`src/rtl/core/indexed_min_heap_timer_queue_top_defines.svh`:
```
// assertion macros for the heap timer queue
`ifndef INDEXED_MIN_HEAP_TIMER_QUEUE_TOP_DEFINES_SVH
`define INDEXED_MIN_HEAP_TIMER_QUEUE_TOP_DEFINES_SVH
`ifndef ASSERT_OFF
`define IMH_ASSERT(label, prop) \
	label: assert property (@(posedge clk) disable iff (!arst_n) prop) \
		else $error("imh assertion failed");
`define IMH_ASSERT_NR(label, prop) \
	label: assert property (@(posedge clk) prop) \
		else $error("imh assertion failed");
`else
`define IMH_ASSERT(label, prop)
`define IMH_ASSERT_NR(label, prop)
`endif
`endif

```
`src/rtl/core/imhtq_pkg.sv`:
```
`default_nettype none
package imhtq_pkg;
	localparam int CAPACITY_DEF  = 64;
	localparam int TIME_BITS_DEF = 32;
	localparam int NUM_IDS       = 64;
	localparam int ID_W          = 6;
	localparam int MAX_RES       = 64;
	localparam int DELAY_W       = 32;
	localparam int NOW_W         = 32;

	localparam logic [1:0] CMD_SET  = 2'd0;
	localparam logic [1:0] CMD_DEL  = 2'd1;
	localparam logic [1:0] CMD_TICK = 2'd2;

	localparam logic [1:0] ST_OK      = 2'd0;
	localparam logic [1:0] ST_FULL    = 2'd1;
	localparam logic [1:0] ST_ABSENT  = 2'd2;
endpackage
`default_nettype wire

```
`src/rtl/core/imhtq_req_if.sv`:
```
`default_nettype none
interface imhtq_req_if import imhtq_pkg::*; ();
	logic               valid;
	logic               ready;
	logic [1:0]         command;
	logic [ID_W-1:0]    event_id;
	logic [DELAY_W-1:0] delay;
	logic [NOW_W-1:0]   now_ms;

	modport source (output valid, command, event_id, delay, now_ms, input ready);
	modport sink (input valid, command, event_id, delay, now_ms, output ready);
endinterface
`default_nettype wire

```
`src/rtl/core/imhtq_rsp_if.sv`:
```
`default_nettype none
interface imhtq_rsp_if import imhtq_pkg::*; ();
	logic            valid;
	logic            ready;
	logic [ID_W-1:0] out_event;
	logic            expired;
	logic [1:0]      status;
	logic            last;

	modport source (output valid, out_event, expired, status, last, input ready);
	modport sink (input valid, out_event, expired, status, last, output ready);
endinterface
`default_nettype wire

```
`src/rtl/core/indexed_min_heap_timer_queue_top.sv`:
```
// channel | dir | payload                               | handshake
// req     | in  | command, event_id, delay, now_ms      | valid/ready
// rsp     | out | out_event, expired, status, last      | valid/ready
// one item at a time; heap and position map sit in single-port synchronous memories
// set/delete: S_DISP dispatches, then S_UP_RD/S_UP_EV per level moving up or
// S_DN_RD/S_DN_E1/S_DN_E2 per level moving down; tick adds that per popped event
// reset clears only the present bits, the count and the control state; no clearing pass
// a full result register stalls the sequencer until rsp takes it
`default_nettype none
`include "indexed_min_heap_timer_queue_top_defines.svh"
module indexed_min_heap_timer_queue_top import imhtq_pkg::*; #(
	parameter int CAPACITY  = CAPACITY_DEF,
	parameter int TIME_BITS = TIME_BITS_DEF
) (
	input  wire logic clk,
	input  wire logic arst_n,
	imhtq_req_if.sink   req,
	imhtq_rsp_if.source rsp
);
	localparam int HW = (CAPACITY > 1) ? $clog2(CAPACITY) : 1;
	localparam int CW = $clog2(CAPACITY + 1);
	localparam int NW = $clog2(MAX_RES + 1);
	localparam int SW = (TIME_BITS > 32) ? TIME_BITS : 33;
	localparam int EW = TIME_BITS + ID_W;

	typedef enum logic [12:0] {
		S_IDLE    = 13'b0000000000001,
		S_DISP    = 13'b0000000000010,
		S_UP_RD   = 13'b0000000000100,
		S_UP_EV   = 13'b0000000001000,
		S_DN_RD   = 13'b0000000010000,
		S_DN_E1   = 13'b0000000100000,
		S_DN_E2   = 13'b0000001000000,
		S_LAST_EV = 13'b0000010000000,
		S_TICK_RD = 13'b0000100000000,
		S_TICK_EV = 13'b0001000000000,
		S_POP     = 13'b0010000000000,
		S_EMIT    = 13'b0100000000000,
		S_SPARE   = 13'b1000000000000
	} state_t;

	logic [EW-1:0] heap_mem [CAPACITY];
	logic [HW-1:0] pmap_mem [NUM_IDS];

	state_t state_q, state_d;
	logic [1:0]           cmd_q;
	logic [ID_W-1:0]      id_q;
	logic [TIME_BITS-1:0] dl_q, now_q;
	logic [HW-1:0]        h_q, h_d;
	logic [TIME_BITS-1:0] k_q, k_d;
	logic [ID_W-1:0]      kid_q, kid_d;
	logic                 first_q, first_d;
	logic [EW-1:0]        child_q, child_d;
	logic [NW-1:0]        n_q, n_d;
	logic [ID_W-1:0]      pend_q, pend_d, tid_q, tid_d;
	logic                 have_pend_q, have_pend_d;
	logic [CW-1:0]        count_q, count_d;
	logic [NUM_IDS-1:0]   present_q, present_d;
	logic [ID_W-1:0]      e_ev_q, e_ev_d;
	logic                 e_exp_q, e_exp_d, e_last_q, e_last_d;
	logic [1:0]           e_st_q, e_st_d;
	logic                 ov_q;
	logic [ID_W-1:0]      o_ev_q;
	logic                 o_exp_q, o_last_q;
	logic [1:0]           o_st_q;

	logic                 rd_en;
	logic [HW-1:0]        rd_addr;
	logic [EW-1:0]        heap_rd_s1;
	logic [HW-1:0]        pmap_rd_s1;
	logic                 heap_we, pmap_we;
	logic [HW-1:0]        heap_waddr, pmap_wdata;
	logic [EW-1:0]        heap_wdata;
	logic [ID_W-1:0]      pmap_waddr;

	logic                 accept, out_free;
	logic [SW-1:0]        sum_w, now_w;
	logic [HW+1:0]        c1_w, c2_w, cnt_w;
	logic [HW-1:0]        par_idx;
	logic [TIME_BITS-1:0] rd_key, ch_key;
	logic [ID_W-1:0]      rd_id;
	logic [CW-1:0]        cnt_m1;

	assign accept   = req.valid && req.ready;
	assign req.ready = (state_q == S_IDLE);
	assign out_free = !ov_q || rsp.ready;
	assign sum_w    = SW'(req.now_ms) + SW'(req.delay);
	assign now_w    = SW'(req.now_ms);
	assign c1_w     = (HW + 2)'({h_q, 1'b1});
	assign c2_w     = c1_w + (HW + 2)'(1);
	assign cnt_w    = (HW + 2)'(count_q);
	assign par_idx  = HW'((h_q - HW'(1)) >> 1);
	assign rd_key   = heap_rd_s1[EW-1:ID_W];
	assign rd_id    = heap_rd_s1[ID_W-1:0];
	assign ch_key   = child_q[EW-1:ID_W];
	assign cnt_m1   = count_q - CW'(1);

	always_comb begin
		state_d     = state_q;
		h_d         = h_q;
		k_d         = k_q;
		kid_d       = kid_q;
		first_d     = first_q;
		child_d     = child_q;
		n_d         = n_q;
		pend_d      = pend_q;
		tid_d       = tid_q;
		have_pend_d = have_pend_q;
		count_d     = count_q;
		present_d   = present_q;
		e_ev_d      = e_ev_q;
		e_exp_d     = e_exp_q;
		e_st_d      = e_st_q;
		e_last_d    = e_last_q;
		rd_en       = 1'b0;
		rd_addr     = '0;
		heap_we     = 1'b0;
		heap_waddr  = h_q;
		heap_wdata  = {k_q, kid_q};
		pmap_we     = 1'b0;
		pmap_waddr  = kid_q;
		pmap_wdata  = h_q;
		unique case (state_q)
			S_IDLE: begin
				if (accept) state_d = S_DISP;
			end
			S_DISP: begin
				e_ev_d = id_q; e_exp_d = 1'b0; e_st_d = ST_OK; e_last_d = 1'b1;
				case (cmd_q)
					CMD_SET: begin
						k_d = dl_q; kid_d = id_q; state_d = S_UP_RD;
						if (present_q[id_q]) begin
							h_d = pmap_rd_s1; first_d = 1'b1;
						end else if (count_q == CW'(CAPACITY)) begin
							e_st_d = ST_FULL; state_d = S_EMIT;
						end else begin
							h_d = count_q[HW-1:0]; first_d = 1'b0;
							count_d = count_q + CW'(1);
							present_d[id_q] = 1'b1;
						end
					end
					CMD_DEL: begin
						if (!present_q[id_q]) begin
							e_st_d = ST_ABSENT; state_d = S_EMIT;
						end else begin
							present_d[id_q] = 1'b0;
							count_d = cnt_m1;
							h_d = pmap_rd_s1;
							if (CW'(pmap_rd_s1) < cnt_m1) begin
								rd_en = 1'b1; rd_addr = cnt_m1[HW-1:0];
								state_d = S_LAST_EV;
							end else begin
								state_d = S_EMIT;
							end
						end
					end
					CMD_TICK: begin
						n_d = '0; have_pend_d = 1'b0; state_d = S_TICK_RD;
					end
					default: state_d = S_EMIT;
				endcase
			end
			S_LAST_EV: begin
				k_d = rd_key; kid_d = rd_id; first_d = 1'b1; state_d = S_UP_RD;
			end
			S_UP_RD: begin
				if (h_q == '0) begin
					if (first_q) begin
						state_d = S_DN_RD;
					end else begin
						heap_we = 1'b1; pmap_we = 1'b1;
						state_d = (cmd_q == CMD_TICK) ? S_TICK_RD : S_EMIT;
					end
				end else begin
					rd_en = 1'b1; rd_addr = par_idx; state_d = S_UP_EV;
				end
			end
			S_UP_EV: begin
				if (rd_key > k_q) begin
					heap_we = 1'b1; heap_wdata = heap_rd_s1;
					pmap_we = 1'b1; pmap_waddr = rd_id;
					h_d = par_idx; first_d = 1'b0; state_d = S_UP_RD;
				end else if (first_q) begin
					state_d = S_DN_RD;
				end else begin
					heap_we = 1'b1; pmap_we = 1'b1;
					state_d = (cmd_q == CMD_TICK) ? S_TICK_RD : S_EMIT;
				end
			end
			S_DN_RD: begin
				if (c1_w >= cnt_w) begin
					heap_we = 1'b1; pmap_we = 1'b1;
					state_d = (cmd_q == CMD_TICK) ? S_TICK_RD : S_EMIT;
				end else begin
					rd_en = 1'b1; rd_addr = c1_w[HW-1:0]; state_d = S_DN_E1;
				end
			end
			S_DN_E1, S_DN_E2: begin
				if (state_q == S_DN_E1 && c2_w < cnt_w) begin
					child_d = heap_rd_s1;
					rd_en = 1'b1; rd_addr = c2_w[HW-1:0]; state_d = S_DN_E2;
				end else begin
					// pick the smaller child, left wins ties
					logic [EW-1:0] ch;
					logic [HW-1:0] ci;
					if (state_q == S_DN_E2 && rd_key < ch_key) begin
						ch = heap_rd_s1; ci = c2_w[HW-1:0];
					end else if (state_q == S_DN_E2) begin
						ch = child_q; ci = c1_w[HW-1:0];
					end else begin
						ch = heap_rd_s1; ci = c1_w[HW-1:0];
					end
					if (ch[EW-1:ID_W] < k_q) begin
						heap_we = 1'b1; heap_wdata = ch;
						pmap_we = 1'b1; pmap_waddr = ch[ID_W-1:0];
						h_d = ci; state_d = S_DN_RD;
					end else begin
						heap_we = 1'b1; pmap_we = 1'b1;
						state_d = (cmd_q == CMD_TICK) ? S_TICK_RD : S_EMIT;
					end
				end
			end
			S_TICK_RD: begin
				if (count_q == '0 || n_q == NW'(MAX_RES)) begin
					e_exp_d = have_pend_q; e_ev_d = have_pend_q ? pend_q : '0;
					e_st_d = ST_OK; e_last_d = 1'b1; state_d = S_EMIT;
				end else begin
					rd_en = 1'b1; rd_addr = '0; state_d = S_TICK_EV;
				end
			end
			S_TICK_EV: begin
				tid_d = rd_id;
				if (rd_key <= now_q) begin
					if (have_pend_q) begin
						e_ev_d = pend_q; e_exp_d = 1'b1; e_st_d = ST_OK; e_last_d = 1'b0;
						state_d = S_EMIT;
					end else begin
						state_d = S_POP;
					end
				end else begin
					e_exp_d = have_pend_q; e_ev_d = have_pend_q ? pend_q : '0;
					e_st_d = ST_OK; e_last_d = 1'b1; state_d = S_EMIT;
				end
			end
			S_POP: begin
				pend_d = tid_q; have_pend_d = 1'b1; n_d = n_q + NW'(1);
				present_d[tid_q] = 1'b0;
				count_d = cnt_m1;
				h_d = '0;
				if (cnt_m1 > CW'(0)) begin
					rd_en = 1'b1; rd_addr = cnt_m1[HW-1:0]; state_d = S_LAST_EV;
				end else begin
					state_d = S_TICK_RD;
				end
			end
			S_EMIT: begin
				if (out_free) state_d = e_last_q ? S_IDLE : S_POP;
			end
			default: state_d = S_IDLE;
		endcase
	end

	always_ff @(posedge clk) begin
		if (heap_we) heap_mem[heap_waddr] <= heap_wdata;
		if (rd_en) heap_rd_s1 <= heap_mem[rd_addr];
	end

	always_ff @(posedge clk) begin
		if (pmap_we) pmap_mem[pmap_waddr] <= pmap_wdata;
		if (accept) pmap_rd_s1 <= pmap_mem[req.event_id];
	end

	always_ff @(posedge clk or negedge arst_n) begin
		if (!arst_n) begin
			state_q     <= S_IDLE;
			count_q     <= '0;
			present_q   <= '0;
			have_pend_q <= 1'b0;
			n_q         <= '0;
			first_q     <= 1'b0;
			ov_q        <= 1'b0;
		end else begin
			state_q     <= state_d;
			count_q     <= count_d;
			present_q   <= present_d;
			have_pend_q <= have_pend_d;
			n_q         <= n_d;
			first_q     <= first_d;
			if (state_q == S_EMIT && out_free) ov_q <= 1'b1;
			else if (rsp.ready) ov_q <= 1'b0;
		end
	end

	always_ff @(posedge clk) begin
		if (accept) begin
			cmd_q <= req.command;
			id_q  <= req.event_id;
			dl_q  <= sum_w[TIME_BITS-1:0];
			now_q <= now_w[TIME_BITS-1:0];
		end
		h_q      <= h_d;
		k_q      <= k_d;
		kid_q    <= kid_d;
		child_q  <= child_d;
		pend_q   <= pend_d;
		tid_q    <= tid_d;
		e_ev_q   <= e_ev_d;
		e_exp_q  <= e_exp_d;
		e_st_q   <= e_st_d;
		e_last_q <= e_last_d;
		if (state_q == S_EMIT && out_free) begin
			o_ev_q   <= e_ev_q;
			o_exp_q  <= e_exp_q;
			o_st_q   <= e_st_q;
			o_last_q <= e_last_q;
		end
	end

	assign rsp.valid     = ov_q;
	assign rsp.out_event = o_ev_q;
	assign rsp.expired   = o_exp_q;
	assign rsp.status    = o_st_q;
	assign rsp.last      = o_last_q;

	`IMH_ASSERT(a_count_bound, count_q <= CW'(CAPACITY))
	`IMH_ASSERT_NR(a_present_count, $countones(present_q) == int'(count_q))
	`IMH_ASSERT(a_mid_is_expired, (rsp.valid && !rsp.last) |-> rsp.expired)
	`IMH_ASSERT(a_accept_leaves_idle, accept |=> (state_q == S_DISP))
endmodule
`default_nettype wire
```
`src/flat_wrapper.sv`:
```
// flat-port wrapper written by rule: the top's interface ports become plain ports
module indexed_min_heap_timer_queue_top_flat import imhtq_pkg::*;
#(
	parameter int CAPACITY  = CAPACITY_DEF,
	parameter int TIME_BITS = TIME_BITS_DEF
)
  (clk, arst_n, req_valid, req_command, req_event_id, req_delay, req_now_ms, req_ready, rsp_valid, rsp_out_event, rsp_expired, rsp_status, rsp_last, rsp_ready);
  imhtq_req_if req_i ();
  imhtq_rsp_if rsp_i ();
  input  wire logic clk;
  input  wire logic arst_n;
  input wire logic [$bits(req_i.valid)-1:0] req_valid;
  input wire logic [$bits(req_i.command)-1:0] req_command;
  input wire logic [$bits(req_i.event_id)-1:0] req_event_id;
  input wire logic [$bits(req_i.delay)-1:0] req_delay;
  input wire logic [$bits(req_i.now_ms)-1:0] req_now_ms;
  output wire logic [$bits(req_i.ready)-1:0] req_ready;
  output wire logic [$bits(rsp_i.valid)-1:0] rsp_valid;
  output wire logic [$bits(rsp_i.out_event)-1:0] rsp_out_event;
  output wire logic [$bits(rsp_i.expired)-1:0] rsp_expired;
  output wire logic [$bits(rsp_i.status)-1:0] rsp_status;
  output wire logic [$bits(rsp_i.last)-1:0] rsp_last;
  input wire logic [$bits(rsp_i.ready)-1:0] rsp_ready;
  assign req_i.valid = req_valid;
  assign req_i.command = req_command;
  assign req_i.event_id = req_event_id;
  assign req_i.delay = req_delay;
  assign req_i.now_ms = req_now_ms;
  assign req_ready = req_i.ready;
  assign rsp_valid = rsp_i.valid;
  assign rsp_out_event = rsp_i.out_event;
  assign rsp_expired = rsp_i.expired;
  assign rsp_status = rsp_i.status;
  assign rsp_last = rsp_i.last;
  assign rsp_i.ready = rsp_ready;
  indexed_min_heap_timer_queue_top #(.CAPACITY(CAPACITY), .TIME_BITS(TIME_BITS)) u_core (.clk(clk), .arst_n(arst_n), .req(req_i), .rsp(rsp_i));
endmodule
```
`config.mk`:
```
export PLATFORM = sky130hd
export DESIGN_NAME = indexed_min_heap_timer_queue_top_flat
export DESIGN_NICKNAME = d
export VERILOG_FILES = /design/src/rtl/core/imhtq_pkg.sv /design/src/rtl/core/imhtq_req_if.sv /design/src/rtl/core/imhtq_rsp_if.sv /design/src/rtl/core/indexed_min_heap_timer_queue_top.sv /design/src/flat_wrapper.sv
export VERILOG_INCLUDE_DIRS = /design/src /design/src/rtl/core
export SDC_FILE = /design/constraint.sdc
export NUM_CORES = 2
export LEC_CHECK = 0
export BUFFER_PORTS_ARGS = -buffer_cell sky130_fd_sc_hd__buf_2
export CAP_MARGIN = 20
export CORE_UTILIZATION = 63
export CTS_CLUSTER_SIZE = 24
export DETAILED_ROUTE_END_ITERATION = 6
export PLACE_DENSITY = 0.79
export REMOVE_ABC_BUFFERS = 1
export SLEW_MARGIN = 20
export SYNTH_ARGS = -nofsm -noshare
export SYNTH_HDL_FRONTEND = slang
export SYNTH_SLANG_ARGS = --single-unit
```
`constraint.sdc`:
```
create_clock -name clk -period 13.4 [get_ports clk]
set_input_delay 4.02 -clock clk [delete_from_list [all_inputs] [get_ports clk]]
set_output_delay 4.02 -clock clk [all_outputs]
set_load 0.005 [all_outputs]
```
Word level (Yosys, flattened, before mapping)

Memory sizes are Yosys's and may differ from the RTL's. A register that Yosys moved wholly into a read port is not among the register bits.
Index checks and enable logic that the tools add are counted.
W data, S select, Z words.

Word-level logic and storage cells: 226
ROM bits: 0
Bits in writable memories: 2816
Latch bits: 0
Register bits after elaboration: 280
Memories kept: 2

Memories:

| memory          | depth | bits a word | read ports | clocked after Yosys merged registers in | wr ports | RTL line                               | RTL |
|---|---|---|---|---|---|---|---|
| u_core.heap_mem | 64    | 38          | 1          | 1                                       | 1        | indexed_min_heap_timer_queue_top.sv:42 | `logic [EW-1:0] heap_mem [CAPACITY];` |
| u_core.pmap_mem | 64    | 6           | 1          | 1                                       | 1        | indexed_min_heap_timer_queue_top.sv:43 | `logic [HW-1:0] pmap_mem [NUM_IDS];` |

Shift operators: 0
Add/sub/neg operators: 6
Equal/unequal tests: 31
Order comparisons: 12
Bitwise logic cells: 5
Multiply operators: 0
Divide/modulo/power cells: 0
Muxes and demuxes: 118
Reduce and logical (&&, ||, !) cells: 27

Operators with widths:

| cell             | count |
|---|---|
| $mux W38         | 7 |
| $pmux W64 S2     | 2 |
| $mux W64         | 3 |
| $pmux W13 S11    | 1 |
| $mux W13         | 10 |
| $and A64 B64 Y64 | 2 |
| $not A64 Y64     | 2 |
| $mux W6          | 21 |
| $pmux W38 S2     | 1 |
| $mux W12         | 6 |
| $lt A32 B32 Y1   | 2 |
| $or A64 B64 Y64  | 1 |
| $pmux W32 S2     | 1 |
| $pmux W7 S2      | 3 |
| $pmux W13 S3     | 1 |
| $pmux W6 S2      | 3 |
| $add A32 B32 Y32 | 1 |
| $gt A32 B32 Y1   | 1 |
| $le A32 B32 Y1   | 1 |
| $mux W1          | 32 |
| $mux W32         | 1 |
| $pmux W6 S5      | 1 |
| $mux W7          | 4 |
| $pmux W6 S4      | 1 |
| other kinds (58) | 91 |

Logic depth before layout (Yosys ltp)

Depth in word-level cells: 9
Mapped depth: 28

Worst setup path after synthesis

OpenSTA, ideal clock, no wires.

Path kind: register to register
Start point: register u_core.h_q[0]
End point: memory u_core.heap_mem[32][0] in the netlist's numbering (enable)
Setup slack: 3.918 ns
Buffers on the path: 2
Stages on the path, launching flop included: 15
Library setup time: 0.529 ns
Arrival time: 8.953 ns
Clock period less this slack: 9.482 ns
Cell sequence: edfxtp_1 > clkinv_1 > ha_1 > ha_1 > nand3b_1 > a21o_1 > a21oi_1 > or3_1 > clkbuf_1 > clkinv_1 > nor2_1 > or3_1 > clkbuf_1 > nor2b_1 > nor4bb_1

Cells in the longest elaborated chain, start to end: 7
Elaborated cells on any way between the ends: 11
Classes of those cells: add/sub (1); order compare (2); mux (6); reduce/logical (2)

Ends and longest elaborated chain:

| element                       | RTL line                                | RTL |
|---|---|---|
| start: declaration            | indexed_min_heap_timer_queue_top.sv:49  | `logic [HW-1:0] h_q, h_d;` |
| start signal: assignment      | indexed_min_heap_timer_queue_top.sv:301 | `h_q <= h_d;` |
| $add A7 B1 Y8                 | indexed_min_heap_timer_queue_top.sv:90  | `assign c2_w = c1_w + (HW + 2)'(1);` |
| $lt A8 B7 Y1                  | indexed_min_heap_timer_queue_top.sv:199 | `if (state_q == S_DN_E1 && c2_w < cnt_w) begin` |
| $logic_and A1 B1 Y1           | indexed_min_heap_timer_queue_top.sv:199 |  |
| $mux W1                       | indexed_min_heap_timer_queue_top.sv:199 |  |
| $pmux W1 S4                   | indexed_min_heap_timer_queue_top.sv:123 | `unique case (state_q)` |
| $mux W1                       | indexed_min_heap_timer_queue_top.sv:264 | `if (heap_we) heap_mem[heap_waddr] <= heap_wdata;` |
| $mux W1 (not written as such) | indexed_min_heap_timer_queue_top.sv:264 |  |
| end: declaration              | indexed_min_heap_timer_queue_top.sv:42  |  |

Parallel ways exist; a longest one is shown, timed or not.

Final worst setup path

Start point: register u_core.heap_rd_s1[31], read port of u_core.heap_mem
End point: memory u_core.pmap_mem[28][5] in the netlist's numbering (enable)

Cells in the longest elaborated chain, start to end: 9
Elaborated cells on any way between the ends: 16
Classes of those cells: order compare (3); mux (12); reduce/logical (1)

Ends and longest elaborated chain:

| element             | RTL line                                | RTL |
|---|---|---|
| start: declaration  | indexed_min_heap_timer_queue_top.sv:69  | `logic [EW-1:0] heap_rd_s1;` |
| $lt A32 B32 Y1      | indexed_min_heap_timer_queue_top.sv:206 | `if (state_q == S_DN_E2 && rd_key < ch_key) begin` |
| $logic_and A1 B1 Y1 | indexed_min_heap_timer_queue_top.sv:206 |  |
| $mux W38            | indexed_min_heap_timer_queue_top.sv:206 |  |
| $mux W38            | indexed_min_heap_timer_queue_top.sv:199 |  |
| $mux W38            | indexed_min_heap_timer_queue_top.sv:123 |  |
| $lt A32 B32 Y1      | indexed_min_heap_timer_queue_top.sv:213 | `if (ch[EW-1:ID_W] < k_q) begin` |
| $mux W6             | indexed_min_heap_timer_queue_top.sv:213 |  |
| $mux W6             | indexed_min_heap_timer_queue_top.sv:199 |  |
| $pmux W6 S2         | indexed_min_heap_timer_queue_top.sv:123 |  |
| end: declaration    | indexed_min_heap_timer_queue_top.sv:43  |  |

Parallel ways exist; a longest one is shown, timed or not. The select of a mux whose other input is x is not followed.

==> impl_results.md <==
- Htree depth: 5
- Inserted Clock Buffers: 321
- Worst-Margin Slew: 1.23 ns
- Final-report max-slew violation count: 0
- Hold Worst Slack: 0.417 ns
- Fill count: 12,600
- Status: finished with violations
- Die Span Y: 458 um
- Violated checks: DRC
- Netlist cell types: 110
- First-iteration detailed-routing DRC count: 13,300
- Clk sinks: 3,139
- #FFs+latches synth: 3,139
- Max VDD drop: 0.000138 V
- Post-CTS sizing: 0
- Detailed Route WL: 375 mm
- Max Cap Violations: 0
- Vias in the first global route: 81,100
- First-pass GRT wire length: 542 mm
- Worst path arrival time: 9.82 ns
- Top cells by area, synth: edfxtp_1 (70%), mux4_2 (4.7%), nand2_1 (4.2%), nand3_1 (3.0%), mux2i_1 (2.9%)
- Via-to-Cell Ratio: 7.03
- Die ar.: 210,000 sq um
- Hold_buf cts: 0
- Final std cells w/o fill: 11,900
- DRC errors left: 19
- Initial antenna violation count: 25
- Largest area contributor in the netlist: edfxtp_1
- Core ar.: 207,000 sq um
- CTS tree: done
- Longest Clk Path Bufs: 4
- Antenna Nets Post-Route: 0
- WL per Instance: 31.6 um
- Multi-input logic area: 35,500 sq um
- Pwr/cell area: 148 nW/um^2
- Initial Util: 63.3%
- Hold WC Path Type: reg2reg
- Final HPWL DP: 213 mm
- Port-buffer cells: 87
- Max frequency: 108 MHz
- Ys Warns: 0
- GRT Util Overall: 35.6%
- Layout cell share with drive strength beyond 1: 14.2%
- Syn Inst Count: 8,838
- Period utilization: 69.0%
- Placed cell count: 11,300
- Commonest register cell after synthesis: edfxtp_1
- Post-synth EDFFs: 3,046
- Ys async rst share: 2.96%
- Clk slew on worst S/H paths: 0.07 ns
- Hold Vio Cnt, Final: 0
- Die Wd: 458 um
- Mapped Avg Cell Area: 14.8 sq um
- Worst Slack Setup Final: 4.15 ns
- CP Launch Type: flop
- Worst path required time: 13.97 ns
- Setup WS pre-CTS: 4.34 ns
- Grt total ovfl: 0
- Synth Area in Simple Gates: 10.6%
- Synth Area in XOR/XNOR: 0.307%
- Yosys top cell area share: 69.8%
- Gpl congestion: 0.950
- Fin crit period: 9.25 ns
- Unrepaired setup endpoints after global routing: no
- Clock Tree Root: clkbuf_16
- Post-synthesis mux area share: 8.14%
- Max_slew headroom: 17.9%
- Nature of the critical path endpoint: flop
- Tot Pwr: 21,500 uW
- Count of final setup violators: 0
- Seq/Total Area, Yosys: 71.6%
- Combinational family with the most area after synthesis: simple AND/OR/NAND/NOR gates
- Adder-cell area share of the yosys netlist: 1.74%
- Post-layout nets: 9,209
- Clock skew: 0.0701 ns
- I/O Pins: 88
- Area delta synth->final: 11.2%
- Compound-cell area share of the yosys netlist: 5.44%
- Leak: 0.0491 uW
- Critical path type: reg2reg
- Worst-skew pair later-pin latency: 0.98 ns
- Worst Path Max Fanout: 67
- Post CTS Setup Buffer Count: 0
- Fin Setup TNS: 0 ns
- Largest net degree at the start of global routing: 158
- Drt pass-1 iters: 7
- Site row count: 167
- Mapped Area: 131,000 sq um
- Routed vias: 83,600
- Sequential Area: 93,800 sq um
## power by group
part / total, uW / internal (uW) / switching [uW]
Clock: 8880 / 5220 / 3660
Combinational: 1610 / 469 / 1140
Sequential: 11000 / 10900 / 108
Total: 21500 / 16600 / 4910
## metrics by stage
step                util (%)  instance area (sq um)
global route            70.4                 146000
finish                  70.4                 146000
CTS                     70.4                 146000
detailed placement      65.5                 135000
floorplan                  -                 129000
global placement        65.5                 135000
## layout by cell type, fill, tap and decap left out, types with 42 or more instances in the layout
cell type,synthesis,routed
mux2i_1,381,381
nor3_1,127,123
a32oi_1,56,56
nand2_1,1459,1458
a21oi_1,196,195
a21o_1,68,67
inv_1,125,125
and3_1,95,94
nor2_4,0,70
edfxtp_1,3046,3046
nor2_1,237,162
a221oi_1,43,42
nand3_1,776,773
mux4_2,274,274
dfrtp_1,92,92
mux2_2,60,60
buf_4,26,211
nand4_1,89,89
ha_1,181,181
buf_2,142,84
clkbuf_16,0,330
o21ai_0,275,241
a31oi_1,143,143
a22oi_1,59,59
clkbuf_1,259,61
clkinv_1,3,66
nor3_2,46,49
## synthesized netlist by cell type, types with 12 or more instances
master and count:
edfxtp_1 3046, nand2_1 1459, nand3_1 776, mux2i_1 381
o21ai_0 275, mux4_2 274, clkbuf_1 259, nor2_1 237
a21oi_1 196, ha_1 181, a31oi_1 143, buf_2 142
nor3_1 127, inv_1 125, and3_1 95, dfrtp_1 92
nand4_1 89, buf_1 70, a21o_1 68, mux2_2 60
a22oi_1 59, a32oi_1 56, nor3_2 46, a221oi_1 43
o21a_1 35, o22ai_1 35, xnor2_1 35, nor4_1 33
buf_4 26, nand2b_1 24, or3_1 24, nor2b_1 20
o2111ai_1 20, a211oi_1 17, buf_6 17, o211ai_1 14
nand3b_1 13, nor3b_1 12
## kinds of logic after synthesis
group                    after synthesis
buffers and inverters                650
XOR/XNOR                              46
AND/OR/NAND/NOR                     3023
multiplexers                         715
AO/OA/AOI/OAI                       1083
flip-flops                          3139
adder cells (fa/ha/maj)              182
## cell type report
class	count	area share [%]
Sequential cell	3139	64.4
Tap cell	2704	2.32
Clock buffer	395	5.86
Antenna cell	8	0.0137
Clock inverter	158	1.17
Timing Repair Buffer	308	1.55
Inverter	132	0.340
Multi-Input combinational cell	5049	24.4
## per-layer routing
metal | track usage [%] | vias up | wire, um
met5 | 0 | - | 163
met4 | 18.6 | 24 | 22700
met2 | 55.3 | 6702 | 174000
li1 | - | 34200 | -
met3 | 9.00 | 1462 | 50300
met1 | 46.7 | 41100 | 128000
## worst max-delay path: stages (launching register included)
cell       delay (ns)
edfxtp_1         0.49
ha_1             0.36
a21o_1           0.16
a21o_1           0.18
a211oi_1         0.27
o31a_1           0.23
a2bb2oi_1        0.38
and2_4           0.68
o21ai_0          0.26
ha_1             0.35
a21o_1           0.16
a21o_1           0.17
a21o_1           0.18
a21oi_1          0.15
nor2_1           0.05
o22ai_1          0.41
o21ai_0          0.41
or3_4            0.52
nand2_4          0.81
o21ai_2          0.25
inv_2            0.86
nand3_1          0.59
nor3_1           0.89
## worst paths after layout
path | start | endpoint | slack [ns] | cells after the start
worst max-delay path | u_core.heap_rd_s1[31] | u_core.pmap_mem[28][5] | 4.15 | 22
min in group asynchronous | arst_n | u_core.have_pend_q | 2.98 | 1
worst min-delay path | u_core.e_ev_q[4] | u_core.rsp.out_event[4] | 0.42 | 0
worst min register to register | u_core.e_ev_q[4] | u_core.rsp.out_event[4] | 0.42 | 0
worst max register to register | u_core.heap_rd_s1[31] | u_core.pmap_mem[28][5] | 4.15 | 22
max in group asynchronous | arst_n | asynchronous set/reset pin | 9.10 | 2
## state kept, by name, indices dropped and copies added, names as in the netlist, 7 cells and up, named ones only
signal,cells
u_core.child_q,38
u_core.k_q,32
u_core.state_q,12
u_core.n_q,7
u_core.pmap_mem,384
u_core.now_q,32
u_core.dl_q,32
u_core.count_q,7
u_core.heap_rd_s1,38
u_core.heap_mem,2432
Note: power is estimated with default switching activity, not from simulation.
